### src/design/bbph_pkg.sv
`default_nettype none

package bbph_pkg;

    // default configuration of the sample path
    localparam int SAMPLE_BITS_DEF    = 12;
    localparam int COEF_FRAC_BITS_DEF = 16;

    // fixed field widths
    localparam int COEF_W     = 18;
    localparam int Y_W        = 31;
    localparam int PEAK_W     = 30;
    localparam int COUNT_W    = 32;
    localparam int CFG_ADDR_W = 3;
    localparam int CFG_DATA_W = 18;

    // register map
    typedef enum logic [CFG_ADDR_W-1:0] {
        REG_B0 = 3'd0,
        REG_B1 = 3'd1,
        REG_B2 = 3'd2,
        REG_A1 = 3'd3,
        REG_A2 = 3'd4,
        REG_DC = 3'd5
    } cfg_reg_t;

    // coefficient defaults: band-pass section, 16 fraction bits
    localparam logic signed [COEF_W-1:0] B0_RESET = 18'sd4027;
    localparam logic signed [COEF_W-1:0] B1_RESET = 18'sd0;
    localparam logic signed [COEF_W-1:0] B2_RESET = -18'sd4027;
    localparam logic signed [COEF_W-1:0] A1_RESET = -18'sd122038;
    localparam logic signed [COEF_W-1:0] A2_RESET = 18'sd57482;
    localparam int                       DC_OFFSET_RESET = 2234;

    // output saturation limits
    localparam logic signed [Y_W-1:0] Y_MAX = {1'b0, {(Y_W-1){1'b1}}};
    localparam logic signed [Y_W-1:0] Y_MIN = {1'b1, {(Y_W-1){1'b0}}};

    // full coefficient set shared by both arithmetic stages
    typedef struct packed {
        logic signed [COEF_W-1:0] b0;
        logic signed [COEF_W-1:0] b1;
        logic signed [COEF_W-1:0] b2;
        logic signed [COEF_W-1:0] a1;
        logic signed [COEF_W-1:0] a2;
    } coef_set_t;

endpackage

`default_nettype wire

### src/design/bbph_ff.sv
`default_nettype none

module bbph_ff
    import bbph_pkg::*;
#(
    parameter  int SAMPLE_BITS = SAMPLE_BITS_DEF,
    localparam int X_W         = SAMPLE_BITS + 1,
    localparam int FF_W        = COEF_W + X_W + 2
) (
    input  wire logic                    aclk,
    input  wire logic                    aresetn,
    input  wire logic                    in_valid,
    output logic                         in_ready,
    input  wire logic [SAMPLE_BITS-1:0]  adc_sample,
    input  wire logic [SAMPLE_BITS-1:0]  dc_offset,
    input  wire coef_set_t               coef,
    output logic                         ff_valid,
    input  wire logic                    ff_ready,
    output logic signed [FF_W-1:0]       ff_sum
);

    localparam int PROD_W = COEF_W + X_W;

    logic                     accept;
    logic signed [X_W-1:0]    x_cent;
    logic signed [PROD_W-1:0] prod0;
    logic signed [PROD_W-1:0] prod1;
    logic signed [PROD_W-1:0] prod2;
    logic signed [FF_W-1:0]   ff_next;
    logic signed [X_W-1:0]    x_hist1_reg;
    logic signed [X_W-1:0]    x_hist2_reg;
    logic signed [FF_W-1:0]   ff_reg;
    logic                     valid_reg;

    // stage is free when empty or when its content moves on
    assign in_ready = !valid_reg || ff_ready;
    assign accept   = in_valid && in_ready;

    // center the raw sample
    assign x_cent = signed'({1'b0, adc_sample}) - signed'({1'b0, dc_offset});

    // feed-forward taps
    assign prod0   = PROD_W'(coef.b0) * PROD_W'(x_cent);
    assign prod1   = PROD_W'(coef.b1) * PROD_W'(x_hist1_reg);
    assign prod2   = PROD_W'(coef.b2) * PROD_W'(x_hist2_reg);
    assign ff_next = FF_W'(prod0) + FF_W'(prod1) + FF_W'(prod2);

    // input history and valid
    always_ff @(posedge aclk) begin
        if (!aresetn) begin
            valid_reg   <= 1'b0;
            x_hist1_reg <= '0;
            x_hist2_reg <= '0;
        end else begin
            if (accept) begin
                valid_reg   <= 1'b1;
                x_hist1_reg <= x_cent;
                x_hist2_reg <= x_hist1_reg;
            end else if (ff_ready) begin
                valid_reg   <= 1'b0;
            end
        end
    end

    // feed-forward sum register
    always_ff @(posedge aclk) begin
        if (accept) begin
            ff_reg <= ff_next;
        end
    end

    assign ff_valid = valid_reg;
    assign ff_sum   = ff_reg;

    // history only moves on an accepted request
    a_hist_shift: assert property (@(posedge aclk) disable iff (!aresetn)
        accept |=> x_hist2_reg == $past(x_hist1_reg))
        else $error("input history did not shift");

endmodule

`default_nettype wire

### config.mk
export PLATFORM = sky130hd
export DESIGN_NAME = bbph_ff
export DESIGN_NICKNAME = d
export VERILOG_FILES = /design/src/design/bbph_pkg.sv /design/src/design/bbph_ff.sv
export SDC_FILE = /design/constraint.sdc
export NUM_CORES = 2
export LEC_CHECK = 0
export BUFFER_PORTS_ARGS = -buffer_cell sky130_fd_sc_hd__buf_2
export CAP_MARGIN = 15
export CORE_ASPECT_RATIO = 0.9
export CORE_MARGIN = 1.5
export CORE_UTILIZATION = 40
export CTS_BUF_LIST = sky130_fd_sc_hd__clkbuf_8
export CTS_CLUSTER_DIAMETER = 200
export DETAILED_ROUTE_END_ITERATION = 10
export GPL_TIMING_DRIVEN = 1
export PLACE_DENSITY = 0.6
export SETUP_SLACK_MARGIN = 0.5
export SLEW_MARGIN = 20
export SYNTH_ARGS = -nofsm -noshare
export SYNTH_HDL_FRONTEND = slang
export SYNTH_SLANG_ARGS = --single-unit
export TNS_END_PERCENT = 50
### constraint.sdc
create_clock -name aclk -period 10 [get_ports aclk]
set_clock_uncertainty 0.05 [all_clocks]
set_input_delay 2 -clock aclk [delete_from_list [all_inputs] [get_ports aclk]]
set_output_delay 2 -clock aclk [all_outputs]
set_load 0.02 [all_outputs]
---- Word-level counts from Yosys, hierarchy flattened ----
Cells that the tools add are included.
cells by class
  add/sub/neg operators ................... 3
  $mul .................................... 3
  muxes and demuxes ....................... 2
  reductions and logical operators ........ 4
operator list
  kind                          count
  multiplier 18 x 13 -> 31 bit  3
  adder 32 x 31 -> 33 bit       1
  adder 31 x 31 -> 32 bit       1
  subtractor 12 x 12 -> 13 bit  1
  two-way mux 1 bit             2
  nonzero test 2 bit            1
  logical AND 1 bit             1
  zero test 1 bit               1
  logical OR 1 bit              1
storage, ports and cells
  register bits ........................... 60
  output and inout port bits .............. 35
  logic and storage cells ................. 16

---- Logic depth before layout (Yosys ltp) ----
  depth after elaboration ................. 4
  mapped depth ............................ 35

---- Least setup slack after synthesis ----
Ideal clock, no wire load.
  path type ............................... input to register
  start ................................... input port adc_sample[0]
  end ..................................... register ff_reg[30], in the netlist ff_sum[30], data pin
  setup time .............................. 0.272 ns
  arrival time ............................ 10.386 ns
  data required time ...................... 9.678 ns
  path slack .............................. -0.708 ns
  cell stages on the path ................. 34
  path buffers ............................ 1
  cells stage by stage .................... inv_1 -> ha_1 -> fa_1 -> nor2b_1 -> o21ai_0 -> a21oi_1 -> o21ai_1 -> nand2b_1 -> xor2_1 -> clkbuf_1 -> nand2_1 -> fa_1 -> inv_1 -> fa_1 -> inv_1 -> fa_1 -> inv_1 -> fa_1 -> inv_1 -> fa_1 -> fa_1 -> inv_1 -> fa_1 -> inv_1 -> fa_1 -> inv_1 -> ha_1 -> a21oi_1 -> o21ai_0 -> a311oi_4 -> o21ai_2 -> a311o_1 -> and4b_1 -> or4_1
on the way
  cells in the longest elaborated chain, start to end .. 4
RTL lines
  item                          RTL line       RTL
  start, declared               bbph_ff.sv:14  input wire logic [SAMPLE_BITS-1:0] adc_sample,
  subtractor 12 x 12 -> 13 bit  bbph_ff.sv:40  assign x_cent = signed'({1'b0, adc_sample}) - signed'({1'b0, dc_offset});
  multiplier 18 x 13 -> 31 bit  bbph_ff.sv:43  assign prod0 = PROD_W'(coef.b0) * PROD_W'(x_cent);
  adder 31 x 31 -> 32 bit       bbph_ff.sv:46  assign ff_next = FF_W'(prod0) + FF_W'(prod1) + FF_W'(prod2);
  adder 32 x 31 -> 33 bit       bbph_ff.sv:46
  via ff_next[30]               bbph_ff.sv:29  logic signed [FF_W-1:0] ff_next;
  end signal, assigned          bbph_ff.sv:68  ff_reg <= ff_next;
  end, declared                 bbph_ff.sv:32  logic signed [FF_W-1:0] ff_reg;
The timed path passes the listed nets, and every way through them passes these cells.
A chain may end at the register's enable or synchronous reset.

---- Worst setup path after layout ----
Ends and elaborated chain as after synthesis.

==> flow_metrics.tcl <==
set metrics [dict create \
    cp-start-kind "input port" \
    critPathSlowestCell "fa_1" \
    synth_edf_count 33 \
    cts.clk_slew.worst_paths_ns 0.09 \
    synth_area_per_cell_um2 9.60 \
    cts.sinks 60 \
    die_width_um 287 \
    placed_area_mm2 0.0321 \
    timing.hold.ws_ns 0.433 \
    crit_path_end_kind "flop" \
    via_per_inst 4.70 \
    cpPeakStageDelay_ns 0.54 \
    violations "negative setup slack" \
    synth-async-reset-ratio_pct 0 \
    via_count 19707 \
    clock_latency_ns 0.45 \
    start_util_pct 40.6 \
    hpwl_um 63600 \
    syn_area_mm2 0.0291 \
    rr_worst_depth 23 \
    fin_crit_sh_pct 102 \
    io_buffers 116 \
    cts_tree "yes" \
    min_from "x_hist1_reg[5]" \
    hold_depth 2 \
    final_nets 4336 \
    fin_area_mm2 0.0330 \
    final-setup-viol-count 7 \
    synthesis.nets 4132 \
    status "complete, but fails checks" \
    final_common_cell "inv_1" \
    finalHoldViolCount 0 \
    drive_above_1_share_pct 14.9 \
    cts_max_path_buffers 2 \
    slew_headroom_pct 40.8 \
    rsz0062_at_grt "true" \
    maxCapViolCount 0 \
    utilization_pct 46.0 \
    report.final.slew_viol_count 0 \
    yosys_most_used_dff "edfxtp_1" \
    crit_top_cell "fa_1" \
    worst_pin_slew_ns 0.887 \
    hold_class "flop to flop" \
    ys_seq_area_share_pct 5.27 \
    postRouteAntennaNets 0 \
    clock.fmax_ghz 0.0982 \
    antenna_found_initial 2 \
    die_y_um 259 \
    num_rows 93 \
    core_mm2 0.0717 \
    finalSetupTns_ns -0.717 \
    crit_required_ns 10.12 \
    grt_pass1_vias 21670 \
    rr_endpoint "ff_sum[30]" \
    dieArea_mm2 0.0743 \
    htree_levels 3 \
    root_buffer "clkbuf_8" \
    final_cell_mix "inv_1 (808), fa_1 (792), nand2_1 (382)" \
    synth.distinct_cells 59 \
    gp_congestion 0.849 \
    wirelength_um 72400 \
    drt-initial-drc-count 995 \
    worst_slack_ns -0.188 \
    holdPathEnd "x_hist1_reg[5]" \
    fin_crit_ns 10.19 \
    ys_seq_elements 60 \
    grt_pass1_wl_um 120000 \
    r2r_start "x_hist1_reg[0]" \
    first_pass_iters 5 \
    syn_to_final_growth_pct 13.5 \
    drt-wirelength-per-cell_um 17.3 \
    syn_inst 3028 \
    cts_made_buffers 9 \
    worstSetupPathType "input port to flop" \
    r2r_slack_ns 1.71 \
    cp_max_fo 8 \
    io_pins 153 \
    hold_buffers 0 \
    track_usage_pct 21.0 \
    drc_errors 0 \
    largest_reg_flops 33 \
    crit_arrival_ns 10.31 \
    grt_max_degree 39 \
    grt-ovfl-total 0 \
    synth_warnings 0 \
]
## layer usage
layer	vias to the layer above	global-route usage [%]	routed length (um)
met1	10308	31.1	34900
met2	378	33.4	33000
met5	-	0	0
li1	8978	-	-
met3	43	2.78	3660
met4	0	3.39	884
## per-stage QoR
stage,setup slack [ns],instances
after floorplan,-0.202,3028
after global placement,-0.911,4140
after detailed placement,-0.938,4140
after CTS,-0.219,4179
after global routing,-0.444,4187
final,-0.188,4190
## critical path, delay by kind of cell
kind            cells  cell delay [ns]
fa+ha+maj          11             4.69
buf+inv             9             0.72
simple gates        5             0.97
compound gates     10             1.90
## repair_timing
item | in CTS | in global routing
buffers inserted | 22 | 8
gates cloned | 1 | 0
resized for setup | 82 | 41
setup endpoints to repair | 17 | 19
pin swaps | 76 | 69
## worst max path at each step
| stage | startpoint | end | cells after the start |
|---|---|---|---|
| final | adc_sample[0] | ff_sum[30] | 35 |
| after global routing | adc_sample[0] | ff_sum[32] | 39 |
| after CTS | adc_sample[0] | ff_sum[30] | 35 |
| after detailed placement | adc_sample[0] | ff_sum[30] | 33 |
| after global placement | adc_sample[0] | ff_sum[30] | 33 |
| after floorplan | adc_sample[0] | ff_sum[30] | 33 |
## cell usage after synthesis (all sizes together) (33+ instances only)
cell type / instances / area, um^2
and2: 262 / 1640
a21oi: 37 / 189
nor2b: 48 / 300
nand2: 392 / 1470
nand2b: 59 / 369
ha: 178 / 2230
clkbuf: 122 / 459
fa: 808 / 16200
xnor2: 36 / 315
edfxtp: 33 / 991
nor2: 38 / 143
inv: 840 / 3150
## logic make-up after synthesis
logic type,share of synthesized area [%]
xor+xnor,1.54
simple gates,14.2
buf+inv,12.5
compound gates,3.16
fa+ha+maj,63.3
flops,5.27
## cell type report
class,count,area [um^2]
inverters,840,3160
multi-input cells,2001,24500
fillers,6900,38700
well taps,950,1190
clock inverters,7,75.1
clock buffers,9,124
repair buffers,320,2380
flip-flops and latches,60,1530
diodes,3,7.51
Power is left out: the tool's default activity adds up to more than one toggle a clock period on the data nets, which glitch-free logic cannot reach.
