File: src/design/bbph_pkg.sv
`default_nettype none

package bbph_pkg;

    // default configuration of the sample path
    localparam int SAMPLE_BITS_DEF    = 12;
    localparam int COEF_FRAC_BITS_DEF = 16;

    // fixed field widths
    localparam int COEF_W     = 18;
    localparam int Y_W        = 31;
    localparam int PEAK_W     = 30;
    localparam int COUNT_W    = 32;
    localparam int CFG_ADDR_W = 3;
    localparam int CFG_DATA_W = 18;

    // register map
    typedef enum logic [CFG_ADDR_W-1:0] {
        REG_B0 = 3'd0,
        REG_B1 = 3'd1,
        REG_B2 = 3'd2,
        REG_A1 = 3'd3,
        REG_A2 = 3'd4,
        REG_DC = 3'd5
    } cfg_reg_t;

    // coefficient defaults: band-pass section, 16 fraction bits
    localparam logic signed [COEF_W-1:0] B0_RESET = 18'sd4027;
    localparam logic signed [COEF_W-1:0] B1_RESET = 18'sd0;
    localparam logic signed [COEF_W-1:0] B2_RESET = -18'sd4027;
    localparam logic signed [COEF_W-1:0] A1_RESET = -18'sd122038;
    localparam logic signed [COEF_W-1:0] A2_RESET = 18'sd57482;
    localparam int                       DC_OFFSET_RESET = 2234;

    // output saturation limits
    localparam logic signed [Y_W-1:0] Y_MAX = {1'b0, {(Y_W-1){1'b1}}};
    localparam logic signed [Y_W-1:0] Y_MIN = {1'b1, {(Y_W-1){1'b0}}};

    // full coefficient set shared by both arithmetic stages
    typedef struct packed {
        logic signed [COEF_W-1:0] b0;
        logic signed [COEF_W-1:0] b1;
        logic signed [COEF_W-1:0] b2;
        logic signed [COEF_W-1:0] a1;
        logic signed [COEF_W-1:0] a2;
    } coef_set_t;

endpackage

`default_nettype wire

File: src/design/bbph_fb.sv
`default_nettype none

module bbph_fb
    import bbph_pkg::*;
#(
    parameter  int SAMPLE_BITS    = SAMPLE_BITS_DEF,
    parameter  int COEF_FRAC_BITS = COEF_FRAC_BITS_DEF,
    localparam int FF_W           = COEF_W + SAMPLE_BITS + 3
) (
    input  wire logic                  aclk,
    input  wire logic                  aresetn,
    input  wire logic                  ff_valid,
    output logic                       ff_ready,
    input  wire logic signed [FF_W-1:0] ff_sum,
    input  wire coef_set_t             coef,
    output logic                       m_valid,
    input  wire logic                  m_ready,
    output logic signed [Y_W-1:0]      filtered,
    output logic        [PEAK_W-1:0]   peak,
    output logic        [COUNT_W-1:0]  sample_count
);

    localparam int FFS_W  = FF_W + COEF_FRAC_BITS;
    localparam int PFB_W  = COEF_W + Y_W;
    localparam int ACC_W  = ((FFS_W > PFB_W) ? FFS_W : PFB_W) + 2;
    localparam int SUM_W  = ACC_W + 1;
    localparam int QR_W   = SUM_W - COEF_FRAC_BITS;
    localparam int Q_W    = (QR_W > Y_W + 1) ? QR_W : Y_W + 1;
    localparam logic signed [SUM_W-1:0] RND_HALF = SUM_W'(1) << (COEF_FRAC_BITS - 1);

    logic                      load;
    logic signed [ACC_W-1:0]   fb1;
    logic signed [ACC_W-1:0]   fb2;
    logic signed [ACC_W-1:0]   acc;
    logic signed [SUM_W-1:0]   rnd;
    logic signed [Q_W-1:0]     q;
    logic signed [Y_W-1:0]     y_next;
    logic        [PEAK_W-1:0]  peak_next;
    logic signed [Y_W-1:0]     y_prev1_reg;
    logic signed [Y_W-1:0]     y_prev2_reg;
    logic        [PEAK_W-1:0]  peak_reg;
    logic        [COUNT_W-1:0] count_reg;
    logic                      m_valid_reg;

    // result register takes a new value when empty or being drained
    assign ff_ready = !m_valid_reg || m_ready;
    assign load     = ff_valid && ff_ready;

    // feedback taps and accumulator at 2F fraction bits
    assign fb1 = ACC_W'(coef.a1) * ACC_W'(y_prev1_reg);
    assign fb2 = ACC_W'(coef.a2) * ACC_W'(y_prev2_reg);
    assign acc = (ACC_W'(ff_sum) <<< COEF_FRAC_BITS) - fb1 - fb2;

    // round half up, back to F fraction bits
    assign rnd = SUM_W'(acc) + RND_HALF;
    assign q   = Q_W'(rnd >>> COEF_FRAC_BITS);

    // saturate to the output range
    always_comb begin
        if (q > Q_W'(Y_MAX)) begin
            y_next = Y_MAX;
        end else if (q < Q_W'(Y_MIN)) begin
            y_next = Y_MIN;
        end else begin
            y_next = q[Y_W-1:0];
        end
    end

    // peak only rises on a strictly larger positive output
    assign peak_next = (!y_next[Y_W-1] && (y_next[PEAK_W-1:0] > peak_reg)) ?
                       y_next[PEAK_W-1:0] : peak_reg;

    // output history, peak, counter; these also form the result register
    always_ff @(posedge aclk) begin
        if (!aresetn) begin
            m_valid_reg <= 1'b0;
            y_prev1_reg <= '0;
            y_prev2_reg <= '0;
            peak_reg    <= '0;
            count_reg   <= '0;
        end else begin
            if (load) begin
                m_valid_reg <= 1'b1;
                y_prev1_reg <= y_next;
                y_prev2_reg <= y_prev1_reg;
                peak_reg    <= peak_next;
                count_reg   <= count_reg + COUNT_W'(1);
            end else if (m_ready) begin
                m_valid_reg <= 1'b0;
            end
        end
    end

    assign m_valid      = m_valid_reg;
    assign filtered     = y_prev1_reg;
    assign peak         = peak_reg;
    assign sample_count = count_reg;

    // peak never falls
    a_peak_mono: assert property (@(posedge aclk) disable iff (!aresetn)
        1'b1 |=> peak_reg >= $past(peak_reg))
        else $error("peak decreased");

    // one count per result
    a_count_step: assert property (@(posedge aclk) disable iff (!aresetn)
        load |=> count_reg == COUNT_W'($past(count_reg) + COUNT_W'(1)))
        else $error("sample counter did not advance by one");

    // output history shifts with each result
    a_y_shift: assert property (@(posedge aclk) disable iff (!aresetn)
        load |=> y_prev2_reg == $past(y_prev1_reg))
        else $error("output history did not shift");

    // a stalled result keeps its fields
    a_hold: assert property (@(posedge aclk) disable iff (!aresetn)
        !load |=> $stable(count_reg) && $stable(y_prev1_reg) && $stable(peak_reg))
        else $error("result changed without a new request");

endmodule

`default_nettype wire

File: config.mk
export PLATFORM = sky130hd
export DESIGN_NAME = bbph_fb
export DESIGN_NICKNAME = d
export VERILOG_FILES = /design/src/design/bbph_pkg.sv /design/src/design/bbph_fb.sv
export SDC_FILE = /design/constraint.sdc
export NUM_CORES = 2
export LEC_CHECK = 0
export BUFFER_PORTS_ARGS = -buffer_cell sky130_fd_sc_hd__buf_2
export CORE_UTILIZATION = 25
export DETAILED_ROUTE_END_ITERATION = 10
export HOLD_SLACK_MARGIN = 0.08
export MAX_ROUTING_LAYER = met4
export PLACE_DENSITY = 0.44
export SETUP_SLACK_MARGIN = 0.2
export SYNTH_ARGS = -nofsm -noshare
export SYNTH_HDL_FRONTEND = slang
export SYNTH_SLANG_ARGS = --single-unit
File: constraint.sdc
create_clock -name aclk -period 11.9 [get_ports aclk]
set_input_delay 0.595 -clock aclk [delete_from_list [all_inputs] [get_ports aclk]]
set_output_delay 0.595 -clock aclk [all_outputs]
set_load 0.05 [all_outputs]
---- Word level (Yosys, flattened, before mapping) ----
Cells that the tools add are included.
word-level totals
  output and inout port bits .............. 95
  flip-flop bits (word level) ............. 125
  input port bits ......................... 127
  word-level logic and storage cells ...... 25
cells by class
  mux-type cells .......................... 4
  reduce and logical (&&, ||, !) cells .... 7
  add/subtract/negate cells ............... 4
  multipliers ............................. 2
  $lt $le $gt $ge ......................... 3
operators by type and width
  cell                      number
  $mul A18 B31 Y49          2
  $mux W31                  2
  $add A51 B17 Y52 const B  1
  $sub A50 B49 Y51          1
  $sub A49 B49 Y50          1
  $gt A36 B31 Y1 const B    1
  $lt A36 B31 Y1 const B    1
  $add A32 B1 Y32 const B   1
  $gt A30 B30 Y1            1
  $logic_and A1 B1 Y1       2
  $logic_not A1 Y1          2
  $mux W1                   2
  $reduce_and A2 Y1         1
  $reduce_bool A2 Y1        1
  $logic_or A1 B1 Y1        1

---- Longest topological paths before layout ----
  word-level depth ........................ 10
  depth in mapped cells ................... 45
  mapped depth without buffers ............ 39

---- Worst setup path after synthesis ----
No wires, ideal clock.
  path type ............................... reg-to-reg
  start ................................... register y_prev1_reg[30] (netlist: filtered[30])
  end ..................................... register peak_reg[23] (netlist: peak[23])
  arrival ................................. 10.932 ns
  data required time ...................... 11.781 ns
  buffers on the path ..................... 6
  period minus slack after synthesis ...... 11.051 ns
  cell stages (with the launch flop) ...... 40
  slack ................................... 0.849 ns
  library setup time ...................... 0.119 ns
  path through ............................ dfxtp_1 clkbuf_1 clkbuf_1 and2_1 fa_1 fa_1 fa_1 inv_1 fa_1 fa_1 fa_1 fa_1 inv_1 fa_1 inv_1 ha_1 clkbuf_1 and3_1 (+4 left out) or3_1 a211oi_1 a31o_2 buf_2 buf_2 nand2_1 ha_1 nand4_1 or2_2 nor3_1 o21ai_0 nor2_1 o21a_1 nor3_1 a211oi_1 clkbuf_1 nand2_1 o221a_2
between the ends
  word-level cells in the longest chain between the ends .. 10
  elaborated cells on any way between the ends .. 12
  classes of those cells .................. 3 x add/sub; 1 x mul; 3 x order compare; 2 x mux; 3 x reduce/logical
ends and longest elaborated chain
  element                                 RTL line       text
  start: declaration                      bbph_fb.sv:39  logic signed [Y_W-1:0] y_prev1_reg;
  start signal: assignment                bbph_fb.sv:84  y_prev1_reg <= y_next;
  $mul A18 B31 Y49 (*)                    bbph_fb.sv:50  assign fb1 = ACC_W'(coef.a1) * ACC_W'(y_prev1_reg);
  $sub A49 B49 Y50 (*)                    bbph_fb.sv:52  assign acc = (ACC_W'(ff_sum) <<< COEF_FRAC_BITS) - fb1 - fb2;
  $sub A50 B49 Y51 (*)                    bbph_fb.sv:52
  $add A51 B17 Y52 (*)                    bbph_fb.sv:55  assign rnd = SUM_W'(acc) + RND_HALF;
  $lt A36 B31 Y1                          bbph_fb.sv:62  end else if (q < Q_W'(Y_MIN)) begin
  $mux W31                                bbph_fb.sv:62
  $mux W31 (*)                            bbph_fb.sv:60  if (q > Q_W'(Y_MAX)) begin
  net y_next[29]                          bbph_fb.sv:37  logic signed [Y_W-1:0] y_next;
  $gt A30 B30 Y1 (*)                      bbph_fb.sv:70  assign peak_next = (!y_next[Y_W-1] && (y_next[PEAK_W-1:0] > peak_reg)) ?
  $logic_and A1 B1 Y1 (*)                 bbph_fb.sv:70
  $reduce_and A2 Y1 (no source line) (*)  -
  end signal: assignment                  bbph_fb.sv:86  peak_reg <= peak_next;
  end: declaration                        bbph_fb.sv:41  logic [PEAK_W-1:0] peak_reg;
The timed path passes the listed nets; every way through them passes the cells marked *.
A chain may end at the register's enable or synchronous reset.

---- Worst setup path after layout ----
  start ................................... register y_prev2_reg[10]
  end ..................................... register peak_reg[27] (netlist: peak[27])
between the ends
  word-level cells in the longest chain between the ends .. 9
  elaborated cells on any way between the ends .. 11
  classes of those cells .................. 2 x add/sub; 1 x mul; 3 x order compare; 2 x mux; 3 x reduce/logical
ends and longest elaborated chain
  element                                 RTL line       text
  start: declaration                      bbph_fb.sv:40  logic signed [Y_W-1:0] y_prev2_reg;
  start signal: assignment                bbph_fb.sv:85  y_prev2_reg <= y_prev1_reg;
  $mul A18 B31 Y49 (*)                    bbph_fb.sv:51  assign fb2 = ACC_W'(coef.a2) * ACC_W'(y_prev2_reg);
  $sub A50 B49 Y51 (*)                    bbph_fb.sv:52
  $add A51 B17 Y52 (*)                    bbph_fb.sv:55
  $lt A36 B31 Y1                          bbph_fb.sv:62
  $mux W31                                bbph_fb.sv:62
  $mux W31 (*)                            bbph_fb.sv:60
  net y_next[28]                          bbph_fb.sv:37
  $gt A30 B30 Y1 (*)                      bbph_fb.sv:70
  $logic_and A1 B1 Y1 (*)                 bbph_fb.sv:70
  $reduce_and A2 Y1 (no source line) (*)  -
Marks and branches as above.

==> summary.txt <==
Detailed routing
  • 1st-pass router iterations: 7
  • Drc violations: 0
  • Routed wire length: 149 mm
  • Starting DRC count in detailed routing: 1,625
  • Detailed-route via count: 33,694
  • Via density: 4.35
  • Routed wire per std cell: 19.2 µm
  • Final ANT Viol Nets: 0

Clock network
  • Sink Count: 125
  • H-tree levels: 4
  • Cts bufs inserted: 17
  • Clock Tree Buf Depth: 2
  • Resize count post-CTS: 0
  • CTS tree: yes
  • Root Driver: clkbuf_16
  • Post-CTS Setup Inserts: 0
  • Clock slew at reported path FFs: 0.07 ns
  • Clock latency on the worst-skew pair: 0.50 ns
  • Hold_buf cts: 0

Layout
  • # fillers: 20,176
  • Register Area: 2530 µm²
  • Nets: 6,887
  • Area grow syn2layout: 10.6%
  • Layout cells sized above 1: 8.21%
  • Max FFs per register: 32
  • Area taken by multi-input logic gates: 38,400 µm²

Yosys
  • Synth unique cells: 66
  • Post-synthesis sequential area ratio: 5.34%
  • Flops & latches, synth: 125
  • Post-synthesis async set-or-reset flop share: 0%
  • Top_reg_cell synth: dfxtp_1
  • Mapped Area: 46,900 µm²
  • Syn avg cell area: 9.08 µm²
  • Syn Nets: 6,805
  • Syn. warnings: 0
  • Post-Syn Instances: 5,168
  • EDFF count, synth: 0

Setup path
  • CP dominant cell by count: fa_1
  • Data arrival, critical path: 11.56 ns
  • Crit Path Class: reg -> reg
  • CP peak stage delay: 0.71 ns
  • Worst EP required: 12.28 ns
  • R2R setup slack: 0.72 ns
  • CP Buf/Inv Count: 7
  • R2r startpoint: y_prev2_reg[10]$_SDFFE_PN0P_
  • Worst setup EP type: flip-flop
  • Crit Path Max Fanout: 10
  • Top cell family by delay on the critical path: adder cells
  • R2R depth: 38
  • R2r endpoint: peak[27]$_SDFFE_PN0P_
  • Worst Setup Start Kind: flip-flop
  • Crit path max-delay cell type: dfxtp_1

Hold path
  • Hold depth: 3
  • Hold_sp: ff_valid
  • Hold Path Class: in -> reg
  • Worst Hold End: m_valid$_SDFFE_PN0P_

Floorplan
  • I/O pins: 222
  • Initial Util: 25.2%
  • Row count: 158
  • Die area: 189,000 µm²
  • Placeable core region: 186,000 µm²
  • Die Ht: 435 µm
  • Die Wd: 435 µm

STA
  • Setup violations, final: 0
  • TNS Setup: 0 ns
  • Least-Margin Pin Slew: 1.01 ns
  • Final Skew: 0.0172 ns
  • Slew Limit Fails: 0
  • FMAX: 89.5 MHz
  • Final worst path period share: 93.9%
  • Minimum clock period: 11.18 ns
  • Slew headroom: 31.9%
  • Unrepaired setup endpoints after global routing: false
  • Final Hold Viols: 0

Global routing
  • GRT Overall Usage: 16.9%
  • Maximum number of pins on one net before global-route repair: 61
  • Gr ovfl total: 0
  • Initial antenna violation count: 19
  • First-pass GRT wire length: 234 mm
  • Vias in the first global route: 37,846

Placement
  • Buffers on Ports: 167
  • DPL Wire Length: 129 mm
  • Placer congestion estimate: 0.881

Flow run
  • MaxCap Viol Count: 0

Status
  • Status: completed
[cell families (layout without fill, tap and decap cells)]
group                    after synthesis  in the layout  synth area share (%)
AND/OR/NAND/NOR                     1499           1499                  15.3
adder cells (fa/ha/maj)             1510           1510                  60.4
AO/OA/AOI/OAI                        341            341                  4.55
XOR/XNOR                              74             74                  1.38
buffers and inverters               1618           1713                  13.0
other                                  0              6                     0
multiplexers                           1              1                0.0213
flip-flops                           125            125                  5.34
[through the flow]
| stage | hold slack [ns] | cell area (µm²) | std cells | util [%] | setup WS, ns |
|---|---|---|---|---|---|
| detailed placement | 0.489 | 51200 | 7711 | 27.5 | 0.0938 |
| finish | 0.376 | 51900 | 7749 | 27.9 | 0.723 |
| CTS | 0.347 | 51800 | 7743 | 27.9 | 0.447 |
| floorplan | 0.499 | 46900 | 5168 | - | 0.849 |
| global route | 0.374 | 51900 | 7747 | 27.9 | 0.209 |
| global placement | 0.479 | 51200 | 7711 | 27.5 | 0.169 |
[worst max-delay path by stage]
stage / start / endpoint / slack [ns] / depth (start not counted)
after detailed placement: coef[19] / peak[16]$_SDFFE_PN0P_ / 0.09 / 39
after floorplan: filtered[30]$_SDFFE_PN0P_ / peak[23]$_SDFFE_PN0P_ / 0.85 / 39
after global routing: y_prev2_reg[15]$_SDFFE_PN0P_ / peak[16]$_SDFFE_PN0P_ / 0.21 / 39
after CTS: y_prev2_reg[17]$_SDFFE_PN0P_ / peak[16]$_SDFFE_PN0P_ / 0.45 / 39
after global placement: coef[19] / peak[0]$_SDFFE_PN0P_ / 0.17 / 39
final: y_prev2_reg[10]$_SDFFE_PN0P_ / peak[27]$_SDFFE_PN0P_ / 0.72 / 38
[synth_stat cells, types with 3 or more instances]
master / instances / area share [%]
or2_2: 3 / 0.040
o221ai_1: 3 / 0.056
nand3_1: 36 / 0.38
fa_1: 1255 / 54
o21ai_0: 86 / 0.92
a211oi_1: 12 / 0.19
a221oi_1: 3 / 0.056
and3_1: 12 / 0.16
a31o_2: 3 / 0.056
nor4_1: 6 / 0.080
o21ai_2: 3 / 0.056
nand2b_1: 20 / 0.27
xor2_1: 41 / 0.77
ha_1: 255 / 6.8
buf_2: 8 / 0.085
a21oi_1: 126 / 1.3
nor2_1: 117 / 0.94
and4_1: 5 / 0.093
o21ai_1: 8 / 0.085
nor3_1: 16 / 0.17
o211a_1: 5 / 0.11
a31oi_1: 6 / 0.080
o221a_2: 10 / 0.24
dfxtp_1: 125 / 5.3
o21ba_2: 6 / 0.13
xnor2_1: 33 / 0.62
o22ai_1: 3 / 0.040
buf_1: 3 / 0.024
o31ai_1: 3 / 0.048
nand2_1: 738 / 5.9
inv_1: 1337 / 11
o21a_1: 10 / 0.16
or3_1: 7 / 0.093
a21o_1: 19 / 0.30
o21bai_1: 6 / 0.096
nand4_1: 31 / 0.41
o211ai_1: 6 / 0.096
nor2b_1: 32 / 0.43
and2_1: 469 / 6.3
a21boi_0: 4 / 0.064
clkbuf_1: 268 / 2.1
[cells in the final DEF, fill, tap and decap left out, drive strengths merged, types with 6 or more instances in the layout]
cell	count
a211oi	12
a21o	19
a21oi	127
a31oi	6
and2	469
and3	12
buf	334
clkbuf	28
dfxtp	125
diode	6
fa	1255
ha	255
inv	1344
nand2	738
nand2b	20
nand3	36
nand4	31
nor2	118
nor2b	32
nor3	16
nor4	6
o211ai	6
o21a	10
o21ai	97
o21ba	6
o21bai	6
o221a	10
or3	8
xnor2	33
xor2	41
[per-layer routing]
layer | track usage, % | up-vias | wire length [µm]
li1 | - | 14986 | -
met1 | 19.2 | 17965 | 57900
met2 | 32.0 | 570 | 83100
met3 | 1.05 | 173 | 4110
met4 | 4.07 | 0 | 3950
met5 | - | - | 0
[worst register-to-register path: cells and delay by family (launching register included)]
family                   cells  cell delay [ns]
AO/OA/AOI/OAI                9             2.71
XOR/XNOR                     1             0.37
adder cells (fa/ha/maj)     10             4.54
buffers and inverters        7             0.86
flip-flops                   1             0.71
AND/OR/NAND/NOR             11             1.89
[area by class of cell]
type / instances / area share, %
inverters: 1337 / 9.67
diodes: 6 / 0.0289
clock inverters: 14 / 0.338
multi-input cells: 3425 / 73.9
well taps: 2480 / 5.98
clock buffers: 18 / 0.827
flip-flops and latches: 125 / 4.87
repair buffers: 344 / 4.37
Power is left out: the tool's default activity adds up to more than one toggle a clock period on the data nets, which glitch-free logic cannot reach.
