==> config.mk <==
export PLATFORM = sky130hd
export DESIGN_NAME = bbph_regs
export DESIGN_NICKNAME = d
export VERILOG_FILES = /design/src/design/bbph_pkg.sv /design/src/design/bbph_regs.sv
export SDC_FILE = /design/constraint.sdc
export NUM_CORES = 1
export LEC_CHECK = 0
export BUFFER_PORTS_ARGS = -buffer_cell sky130_fd_sc_hd__buf_2
export CAP_MARGIN = 20
export CELL_PAD_IN_SITES_DETAIL_PLACEMENT = 0
export CELL_PAD_IN_SITES_GLOBAL_PLACEMENT = 1
export CORE_ASPECT_RATIO = 2
export CORE_MARGIN = 8
export CORE_UTILIZATION = 33
export CTS_CLUSTER_SIZE = 25
export DETAILED_ROUTE_END_ITERATION = 10
export GPL_TIMING_DRIVEN = 0
export PLACE_DENSITY_LB_ADDON = 0.1
export SLEW_MARGIN = 20
export SYNTH_ARGS = -nofsm -noshare
export SYNTH_HDL_FRONTEND = slang
export SYNTH_SLANG_ARGS = --single-unit
==> constraint.sdc <==
create_clock -name aclk -period 1.5 [get_ports aclk]
set_clock_uncertainty 0.15 [all_clocks]
set_input_delay 0.075 -clock aclk [delete_from_list [all_inputs] [get_ports aclk]]
set_output_delay 0.075 -clock aclk [all_outputs]
set_load 0.005 [all_outputs]
==> src/design/bbph_pkg.sv <==
`default_nettype none

package bbph_pkg;

    // default configuration of the sample path
    localparam int SAMPLE_BITS_DEF    = 12;
    localparam int COEF_FRAC_BITS_DEF = 16;

    // fixed field widths
    localparam int COEF_W     = 18;
    localparam int Y_W        = 31;
    localparam int PEAK_W     = 30;
    localparam int COUNT_W    = 32;
    localparam int CFG_ADDR_W = 3;
    localparam int CFG_DATA_W = 18;

    // register map
    typedef enum logic [CFG_ADDR_W-1:0] {
        REG_B0 = 3'd0,
        REG_B1 = 3'd1,
        REG_B2 = 3'd2,
        REG_A1 = 3'd3,
        REG_A2 = 3'd4,
        REG_DC = 3'd5
    } cfg_reg_t;

    // coefficient defaults: band-pass section, 16 fraction bits
    localparam logic signed [COEF_W-1:0] B0_RESET = 18'sd4027;
    localparam logic signed [COEF_W-1:0] B1_RESET = 18'sd0;
    localparam logic signed [COEF_W-1:0] B2_RESET = -18'sd4027;
    localparam logic signed [COEF_W-1:0] A1_RESET = -18'sd122038;
    localparam logic signed [COEF_W-1:0] A2_RESET = 18'sd57482;
    localparam int                       DC_OFFSET_RESET = 2234;

    // output saturation limits
    localparam logic signed [Y_W-1:0] Y_MAX = {1'b0, {(Y_W-1){1'b1}}};
    localparam logic signed [Y_W-1:0] Y_MIN = {1'b1, {(Y_W-1){1'b0}}};

    // full coefficient set shared by both arithmetic stages
    typedef struct packed {
        logic signed [COEF_W-1:0] b0;
        logic signed [COEF_W-1:0] b1;
        logic signed [COEF_W-1:0] b2;
        logic signed [COEF_W-1:0] a1;
        logic signed [COEF_W-1:0] a2;
    } coef_set_t;

endpackage

`default_nettype wire

==> src/design/bbph_regs.sv <==
`default_nettype none

module bbph_regs
    import bbph_pkg::*;
#(
    parameter int SAMPLE_BITS = SAMPLE_BITS_DEF
) (
    input  wire logic                   aclk,
    input  wire logic                   aresetn,
    input  wire logic                   cfg_wr_en,
    input  wire logic [CFG_ADDR_W-1:0]  cfg_addr,
    input  wire logic [CFG_DATA_W-1:0]  cfg_wr_data,
    output coef_set_t                   coef,
    output logic      [SAMPLE_BITS-1:0] dc_offset
);

    coef_set_t              coef_reg;
    logic [SAMPLE_BITS-1:0] dc_offset_reg;

    // register file, writes outside the map are dropped
    always_ff @(posedge aclk) begin
        if (!aresetn) begin
            coef_reg.b0   <= B0_RESET;
            coef_reg.b1   <= B1_RESET;
            coef_reg.b2   <= B2_RESET;
            coef_reg.a1   <= A1_RESET;
            coef_reg.a2   <= A2_RESET;
            dc_offset_reg <= SAMPLE_BITS'(DC_OFFSET_RESET);
        end else if (cfg_wr_en) begin
            case (cfg_addr)
                REG_B0: coef_reg.b0 <= cfg_wr_data[COEF_W-1:0];
                REG_B1: coef_reg.b1 <= cfg_wr_data[COEF_W-1:0];
                REG_B2: coef_reg.b2 <= cfg_wr_data[COEF_W-1:0];
                REG_A1: coef_reg.a1 <= cfg_wr_data[COEF_W-1:0];
                REG_A2: coef_reg.a2 <= cfg_wr_data[COEF_W-1:0];
                REG_DC: dc_offset_reg <= cfg_wr_data[SAMPLE_BITS-1:0];
                default: ;
            endcase
        end
    end

    assign coef      = coef_reg;
    assign dc_offset = dc_offset_reg;

endmodule

`default_nettype wire

**Yosys cells after proc, flatten, opt, wreduce, memory -nomap -nowiden**

Index checks and enable logic that the tools add are counted.

- Add/sub/neg operators: 0
- Multipliers: 0
- Divide/modulo/power cells: 0
- $lt $le $gt $ge: 0
- Equality and inequality tests: 5
- Shift operators: 0
- Multiplexer cells: 0
- Bitwise gates (word level): 0
- Reductions and logical operators: 7

Operators by type and width:

| operator | count |
|---|---|
| AND reduction 2 bit | 6 |
| equality test 3 x 2 -> 1 bit, second input constant | 2 |
| equality test 3 bit, second input constant | 2 |
| equality test 3 x 1 -> 1 bit, second input constant | 1 |
| logical NOT 3 bit | 1 |

- Register bits after elaboration: 102
- Bits in latches: 0
- RAM bits: 0
- Bits in read-only memories: 0
- Memories: 0

**Longest topological paths before layout**

Gate-level depths: netlist (run 1).

- Depth in word-level cells: 2
- Mapped depth: 5
- Mapped depth without buffers: 2

**Least setup slack after synthesis (run 1)**

Ideal clock, no wire load.

- Path type: input to register
- Start point: in cfg_addr[0]
- End point: reg coef_reg, in the netlist coef[79]
- Library setup time: 0.124 ns
- Data arrival time: 0.880 ns
- Required time: 1.226 ns
- Path slack: 0.346 ns
- Stages: 3
- Cells stage by stage: or4b_4 buf_6 mux2i_1

- Cells in the longest elaborated chain, start to end: 2

RTL lines:

| element | RTL line | source |
|---|---|---|
| from (decl) | bbph_regs.sv:11 | `input wire logic [CFG_ADDR_W-1:0] cfg_addr,` |
| logical NOT 3 bit | bbph_regs.sv:30 | `case (cfg_addr)` |
| AND reduction 2 bit (no line) | -- |  |
| to (decl) | bbph_regs.sv:17 | `coef_set_t coef_reg;` |

Every way passes these cells.
A chain may end at the register's enable or synchronous reset.

==> results by group, run 1 <==
Clock network
  – # Post-CTS Setup Buffers: 0
  – Clock transition at path regs: 0.07 ns
  – H-tree depth: 3
  – CTS tree: done
  – Clock sinks: 102
  – Root Driver: clkbuf_16
  – Cts repair resizes: 0
  – CTS Buf Count: 9
  – Clock Tree Buf Depth: 2
  – Skew-Pair Late Insertion Delay: 0.33 ns
  – Post-CTS Hold Buffers: 18

Yosys
  – Largest cells by area after synthesis: dfxtp_1 (52%), mux2i_1 (26%), nor2b_1 (8.9%)
  – Commonest cells post-synth: dfxtp_1 (102), mux2i_1 (102), nand2_1 (82)
  – Syn Inst Count: 377
  – Async set-reset flop share out of synthesis: 0%
  – Register area share after synthesis: 51.60%
  – Ys flop type: dfxtp_1
  – Synthesis-stage register bit count: 102
  – Synth Warn #: 0
  – Synthesized cell area: 0.003958 mm2
  – Mapped Nets: 401
  – Yosys top cell area share: 51.60%
  – Avg Cell Area, Syn: 10.50 um2
  – Synth cell types: 15
  – EDFF count, synth: 0
  – Biggest area consumer among synthesized cells: dfxtp_1

Power and ir drop
  – Power, Total: 5.607 mW
  – Static leakage: 2.467 nW
  – Worst VDD drop: 567.7 uV
  – Power per cell area: 1070 mW/mm2

Critical path
  – Crit end category: register
  – Startpoint Class: input pin
  – Worst-path fanout max: 4
  – CP Data Required Time: 1.56 ns
  – Critical path class: in -> reg
  – CP arrival: 1.19 ns

Placed design
  – Port bufs: 124
  – Placed wire-length estimate: 9599 um
  – Placer Congestion: 0.7964

Timing
  – Slew Viols, Final: 0
  – Worst Tran Pin Value: 0.5966 ns
  – Clock period minus worst slack: 1.134 ns
  – Endpoints failing setup: 0
  – Setup_tns: 0 ns
  – Final Hold Fails: 0
  – Hold Slack: 0.01796 ns
  – Final period utilization: 75.57%
  – Worst slew margin: 60.23%
  – Fmax: 882.1 MHz
  – RSZ-0062 raised after global routing: no

Final layout
  – Max reg flops: 90
  – Share of layout cells above drive strength 1: 29.16%
  – Layout area overhead: 32.44%
  – Nets: 554
  – Ant diodes: 0

Min path
  – Worst hold path class: in -> reg

Floorplan
  – Die ar.: 0.01597 mm2
  – CORE AREA: 0.01170 mm2
  – Die Y: 170.9 um
  – # rows: 56
  – Number of I/O pins: 126
  – Initial core utilization: 33.82%
  – Die X-Extent: 93.44 um

Drt
  – Wire length per cell: 18.25 um
  – Top Layer Used: met4
  – Met1 wire length: 5011 um
  – # DRC: 0
  – Vias post-DR: 3085
  – Metal2 WL: 6568 um
  – Pre-Repair DR Iteration Count: 4
  – Final antenna-violating net count: 0
  – Final wirelength: 12410 um
  – 1st-iter DRT viols: 133
  – Met3 WL: 704 um
  – Vias per inst: 4.537

Status
  – Run status: complete, no violations

Global route
  – Vias in the first global route: 3385
  – Initial antenna violation count: 0
  – First-pass GRT wire length: 19040 um
  – Pin count of the biggest net entering global routing: 17
  – Total grt overflow: 0
  – All-layer global routing usage: 15.89%

Run
  – Maxcap violations: 0
==> power by group <==
| group | leakage, nW | internal [mW] | switching, mW |
|---|---|---|---|
| logic | 1.50 | 0.201 | 0.245 |
| registers | 0.827 | 2.77 | 0.0317 |
| clock network | 0.142 | 1.34 | 1.02 |
| total | 2.47 | 4.31 | 1.30 |
==> stage by stage <==
step                      utilization (%)  worst slack (ns)  area [um2]  instances
after global placement              40.68           0.02804        4760        646
after floorplan                         -            0.3463        3958        377
after detailed placement            40.68           0.01180        4760        646
final                               44.79            0.3664        5241        680
after CTS                           44.79            0.3627        5241        680
after global routing                44.79            0.2826        5241        680
==> path summary, 6_finish.rpt <==
kind                                                    to                        from  slack [ns]  cells past startpoint
worst max-delay path                 coef[75]$_SDFFE_PN1P_              cfg_wr_data[3]        0.37                      4
worst min register to register       coef[65]$_SDFFE_PN0P_       coef[65]$_SDFFE_PN0P_        0.31                      2
worst min-delay path                 coef[77]$_SDFFE_PN1P_                 cfg_addr[1]        0.02                      3
worst max register to register  dc_offset[11]$_SDFFE_PN1P_  dc_offset[11]$_SDFFE_PN1P_        0.71                      2
==> cell type report <==
class | count | area, um2
fill | 1169 | 6460
sequential | 102 | 2042
multi-input combinational | 249 | 1775
timing repair buffer | 142 | 800.8
clock buffer | 11 | 242.7
tap | 145 | 181.4
buffer | 26 | 140.1
clock inverter | 5 | 58.81
==> cell usage in the layout (no fill, tap or decap), drive strengths merged, types with 2 or more instances in the layout <==
master	synthesis	routed
nand4b	2	2
buf	16	140
dlygate4sd3	0	18
mux2i	102	102
nand2	82	82
and4b	2	2
and4bb	2	2
clkinv	0	2
clkbuf	10	21
nor2b	56	56
dfxtp	102	102
clkinvlp	0	2
==> kinds of logic after synthesis <==
group	count (synthesis)	synth area share, %
flip-flops	102	51.60
buffers and inverters	26	3.541
multiplexers	102	25.80
AND/OR/NAND/NOR	147	19.06
==> critical path: stages <==
cell,delay (ns)
dlygate4sd3_1,0.53
buf_2,0.13
nor2b_1,0.32
mux2i_1,0.14
==> per-layer routing <==
metal,GRT usage (%),up-vias
met5,0,-
met4,4.732,0
met3,4.214,7
met2,28.32,78
met1,17.71,1447
li1,-,1553
Note: power is estimated with default switching activity, not from simulation.
==> inputs of run 2 (changes only) <==
Clock period 1.5 ns to 1 ns, I/O delays scaled along.
==> run 2 against run 1 <==
Net effect:
- the flow now finishes with violations (hold timing, setup timing)
- first-iteration DRC count decreased by 18%
- hold slack got worse by 0.18 ns
- non-clock buffer count increased by 10
- critical endpoint is now coef[4]
- sequential power increased by 51%
- die area unchanged
- global-route usage increased by 0.75 points
- sequential cell count unchanged
- cell area increased by 12%
- utilization increased by 5.4 points
- cell count increased by 1.5%
- setup slack got worse by 0.38 ns
==> results by group, run 2 (synthesis results as in run 1) <==
Status
  – Run status: complete, but fails checks
  – Failing checks: hold timing, setup timing

Critical path
  – CP bufs+invs: 1
  – Top delay family on crit path: flip-flops
  – Critical-path top delay cell: dfxtp_2
  – CP Data Required Time: 0.80 ns
  – Crit end category: primary output
  – Startpoint Class: register
  – Critical path class: reg -> out
  – CP arrival: 0.81 ns
  – CP Cell Sequence: buf_2
  – Slowest Stage Delay on Critical Path: 0.35 ns
  – Worst-path fanout max: 2

Global route
  – Initial antenna violation count: 0
  – Vias in the first global route: 3462
  – All-layer global routing usage: 16.64%
  – Pin count of the biggest net entering global routing: 19
  – Total grt overflow: 0
  – First-pass GRT wire length: 19840 um

Placed design
  – Placer Congestion: 0.7537
  – Placed wire-length estimate: 9791 um
  – Placed Cells: 646
  – Port bufs: 124

Clock network
  – CTS tree: done
  – Clock Tree Buf Depth: 2
  – Root Driver: clkbuf_16
  – H-tree depth: 3
  – Clock sinks: 102
  – CTS Buf Count: 9
  – Clock transition at path regs: 0.07 ns
  – Post-CTS Hold Buffers: 17
  – Skew-Pair Late Insertion Delay: 0.35 ns

Min path
  – Worst hold path class: in -> reg

Timing
  – Endpoints failing setup: 3
  – Setup_tns: -0.01520 ns
  – Fmax: 990.1 MHz
  – Hold Slack: -0.1614 ns
  – Worst Tran Pin Value: 0.6556 ns
  – Worst setup margin: -0.01002 ns
  – Worst slew margin: 56.29%
  – Final Hold Fails: 6
  – RSZ-0062 raised after global routing: yes
  – Clock period minus worst slack: 1.010 ns
  – Slew Viols, Final: 0
  – Final period utilization: 101.0%

Final layout
  – Max reg flops: 90
  – Final std cells w/o fill: 690
  – Commonest non-fill, non-tap cells in the layout: mux2i_1 (102), dfxtp_2 (102), nand2_1 (81)
  – Nets: 564
  – Layout area overhead: 48.53%
  – Share of layout cells above drive strength 1: 51.01%
  – Ant diodes: 0

Drt
  – Vias post-DR: 3244
  – Pre-Repair DR Iteration Count: 4
  – Final antenna-violating net count: 0
  – 1st-iter DRT viols: 109
  – # DRC: 0
  – Vias per inst: 4.701
  – Wire length per cell: 19.23 um
  – Final wirelength: 13270 um

Floorplan
  – # rows: 56
  – Number of I/O pins: 126
  – Initial core utilization: 33.82%
  – Die X-Extent: 93.44 um
  – Die Y: 170.9 um
  – CORE AREA: 0.01170 mm2
  – Die ar.: 0.01597 mm2

Power and ir drop
  – Clock Power Share: 40.8%
  – Static leakage: 2.669 nW
  – Sequential power share: 50.1%
  – Psw: 2.096 mW
  – Cell internal pwr: 6.348 mW
  – Power, Total: 8.443 mW
  – Gate power share: 9.1%
  – Power per cell area: 1436 mW/mm2
  – Worst VDD drop: 838.4 uV
  – Switching share of power: 24.82%

Run
  – Maxcap violations: 0
==> run 2: changes by cell type in the layout (fill, tap and decap cells not counted), sizes merged <==
cell	before	now
clkinv	2	1
clkbuf	21	22
dlygate4sd3	18	17
bufinv	1	0
inv	0	4
clkinvlp	2	1
buf	140	149
==> run 2: worst paths after layout <==
check,startpoint,to,cells after the start,slack (ns)
worst min-delay path,cfg_wr_data[1],coef[37]$_SDFFE_PN0P_,3,-0.16
worst max register to register,coef[50]$_SDFFE_PN1P_,coef[50]$_SDFFE_PN1P_,3,0.11
worst max-delay path,coef[4]$_SDFFE_PN0P_,coef[4],1,-0.01
worst min register to register,coef[40]$_SDFFE_PN0P_,coef[40]$_SDFFE_PN0P_,2,0.31
==> run 2: timing repair <==
action                                  4_1_cts  5_1_grt
setup buffers                                 2        9
pin swaps                                     0        1
endpoints found under the setup margin      105      127
gates resized for setup                     112       66
endpoints found under the hold margin        98        6
==> run 2: cell type report <==
| class | count | area, um2 |
|---|---|---|
| fillers | 1120 | 5823 |
| well taps | 145 | 181.4 |
| flip-flops and latches | 102 | 2170 |
| repair buffers | 152 | 1249 |
| multi-input cells | 249 | 1788 |
| clock inverters | 6 | 51.30 |
| clock buffers | 10 | 239.0 |
| plain buffers | 26 | 200.2 |
==> run 2: stage by stage <==
step	utilization [%]	cell area, um2	worst slack [ns]
after floorplan	-	3980	-0.1287
after global placement	40.87	4782	-0.4051
after detailed placement	40.87	4782	-0.4443
after CTS	46.92	5490	-0.02224
after global routing	50.24	5878	-0.03691
final	50.24	5878	-0.01002
==> run 2: tightest hold or removal path, cell delays in order <==
cell and delay (ns):
buf_2 0.11, nand2_1 0.08, mux2i_1 0.07
==> run 2: layer usage <==
layer,up-vias,track usage (%),wire length (um)
met5,-,0,0
li1,1568,-,-
met3,15,4.258,848
met4,0,6.144,194
met1,1571,17.09,4991
met2,90,30.94,7237
==> run 2: power groups by stage <==
stage / Combinational, mW / Clock (mW) / Sequential (mW)
final: 0.772 / 3.45 / 4.23
after global routing: 0.838 / 3.67 / 4.24
after CTS: 0.726 / 3.52 / 4.22
after detailed placement: 0.650 / 0 / 4.29
after global placement: 0.642 / 0 / 4.29
after floorplan: 0.327 / 0 / 4.30
==> inputs of run 3 (changes only) <==
Settings changed: CORE_UTILIZATION 33 to 34.
==> run 3 against run 2 <==
Net effect:
- the flow finishes with violations (hold timing)
- hold slack better by 0.032 ns
- power is 2.0% lower
- sequential power about the same
- cell area down 0.81%
- cell count down 0.29%
- first-iteration DRC count fell by 28%
- non-clock buffer count is 1 lower
- register-to-register slack gained 0.02 ns
- die area down 2.6%
- utilization is 0.20 points higher
- maximum frequency increased by 1.4%
- critical path type unchanged
- largest cell class unchanged
- highest routed layer unchanged
==> results by group, run 3 (synthesis results as in run 1) <==
Floorplan
  – Number of I/O pins: 126
  – Die ar.: 0.01556 mm2
  – CORE AREA: 0.01156 mm2
  – Die Y: 168.6 um
  – # rows: 56
  – Die X-Extent: 92.29 um
  – Initial core utilization: 34.23%

Critical path
  – Critical path class: reg -> out
  – Startpoint Class: register
  – R2R depth: 3
  – CP Cell Sequence: buf_6
  – FF-to-FF setup slack: 0.13 ns
  – Worst-path fanout max: 2
  – CP bufs+invs: 1
  – CP arrival: 0.80 ns
  – Slowest Stage Delay on Critical Path: 0.36 ns
  – Crit end category: primary output
  – CP Data Required Time: 0.80 ns
  – Worst r2r src: coef[35]$_SDFFE_PN1P_
  – Critical-path top delay cell: dfxtp_2
  – Worst R2R End: coef[35]$_SDFFE_PN1P_
  – Top delay family on crit path: flip-flops

Min path
  – Worst hold start: cfg_wr_data[1]
  – Worst Hold Path EP: coef[37]$_SDFFE_PN0P_
  – Worst hold path class: in -> reg
  – Hold depth: 3

Timing
  – Slew Viols, Final: 0
  – Final Hold Fails: 13
  – Clock period minus worst slack: 0.9962 ns
  – Worst Tran Pin Value: 0.6096 ns
  – Endpoints failing setup: 0
  – Hold Slack: -0.1290 ns
  – Fmax: 1004 MHz
  – Final period utilization: 99.62%
  – RSZ-0062 raised after global routing: yes
  – Worst slew margin: 59.36%

Global route
  – Pin count of the biggest net entering global routing: 18
  – Initial antenna violation count: 0
  – All-layer global routing usage: 15.56%
  – First-pass GRT wire length: 18750 um
  – Vias in the first global route: 3322
  – Total grt overflow: 0

Power and ir drop
  – Power per cell area: 1419 mW/mm2
  – Worst VDD drop: 901.2 uV
  – Static leakage: 2.653 nW

Final layout
  – Filler instances: 1113
  – Share of layout cells above drive strength 1: 50.64%
  – Max reg flops: 90
  – Layout area overhead: 47.33%
  – Commonest non-fill, non-tap cell in the layout: dfxtp_2
  – Cell area after layout: 0.005831 mm2
  – Nets: 563
  – Commonest non-fill, non-tap cells in the layout: dfxtp_2 (102), mux2i_1 (101), nand2_1 (82)
  – Ant diodes: 0

Placed design
  – Placed wire-length estimate: 9143 um
  – Port bufs: 124
  – Placer Congestion: 0.7258
  – Placed standard-cell area: 0.004782 mm2

Drt
  – Final antenna-violating net count: 0
  – Wire length per cell: 17.70 um
  – Vias per inst: 4.490
  – 1st-iter DRT viols: 79
  – Pre-Repair DR Iteration Count: 4
  – Final wirelength: 12180 um
  – # DRC: 0
  – Vias post-DR: 3089

Clock network
  – H-tree depth: 3
  – CTS Buf Count: 9
  – CTS tree: done
  – Clock Tree Buf Depth: 2
  – Post-CTS Hold Buffers: 16
  – Skew-Pair Late Insertion Delay: 0.34 ns
  – Root Driver: clkbuf_16
  – Clock transition at path regs: 0.07 ns
  – Clock sinks: 102

Status
  – Failing checks: hold timing
  – Run status: complete, but fails checks

Run
  – Maxcap violations: 0
==> run 3: cell count changes in the layout (fill, tap and decap cells not counted), sizes merged <==
cell / change
clkbuf: -2
buf: +1
inv: -1
dlygate4sd3: -1
clkinvlp: +1
==> run 3: layer usage <==
layer	track usage (%)	up-vias	share of wire, %
li1	-	1567	-
met1	17.84	1436	43
met2	27.00	79	50
met3	4.437	7	5.6
met4	4.661	0	1.1
met5	0	-	0
==> run 3: area by class of cell <==
cell class / instances / area [um2] / share of cell area, %
timing repair buffer: 151 / 1237 / 21.22
clock inverter: 6 / 46.29 / 0.7940
buffer: 26 / 186.4 / 3.197
tap: 145 / 181.4 / 3.112
sequential: 102 / 2170 / 37.21
multi-input combinational: 249 / 1784 / 30.60
clock buffer: 9 / 225.2 / 3.863
==> run 3: metrics by stage <==
stage                     setup TNS, ns  instances  util, %  power [mW]  setup slack [ns]
final                                 0        688    50.43       8.275          0.003812
after global routing            -0.6206        688    50.43       8.600          -0.02532
after CTS                       -0.1669        678    46.58       8.295          -0.02029
after detailed placement         -32.85        646    41.36       4.926           -0.4818
after global placement           -29.06        646    41.36       4.923           -0.4111
after floorplan                  -1.372        377        -       4.623           -0.1287
==> run 3: how the worst max path moves through the flow <==
| stage | to | start | cells past startpoint |
|---|---|---|---|
| global placement | coef[66]$_SDFFE_PN0P_ | aresetn | 4 |
| floorplan | coef[79]$_SDFFE_PN1P_ | cfg_addr[0] | 3 |
| global route | coef[88] | coef[88]$_SDFFE_PN0P_ | 1 |
| CTS | coef[22] | coef[22]$_SDFFE_PN0P_ | 1 |
| finish | coef[22] | coef[22]$_SDFFE_PN0P_ | 1 |
| detailed placement | coef[66]$_SDFFE_PN0P_ | aresetn | 4 |
==> run 3: timing repair <==
| action | in CTS | in global routing |
|---|---|---|
| gates cloned | 0 | 1 |
| setup buffers | 1 | 9 |
| resized for setup | 95 | 78 |
| setup endpoints to repair | 133 | 125 |
| hold endpoints to repair | 97 | 13 |
| pin swaps | 0 | 1 |
==> run 3: report_power, final <==
group	internal (mW)	switching, mW	total, mW
clock	1.70	1.60	3.30
combinational	0.380	0.370	0.750
sequential	4.17	0.0592	4.22
total	6.24	2.03	8.28
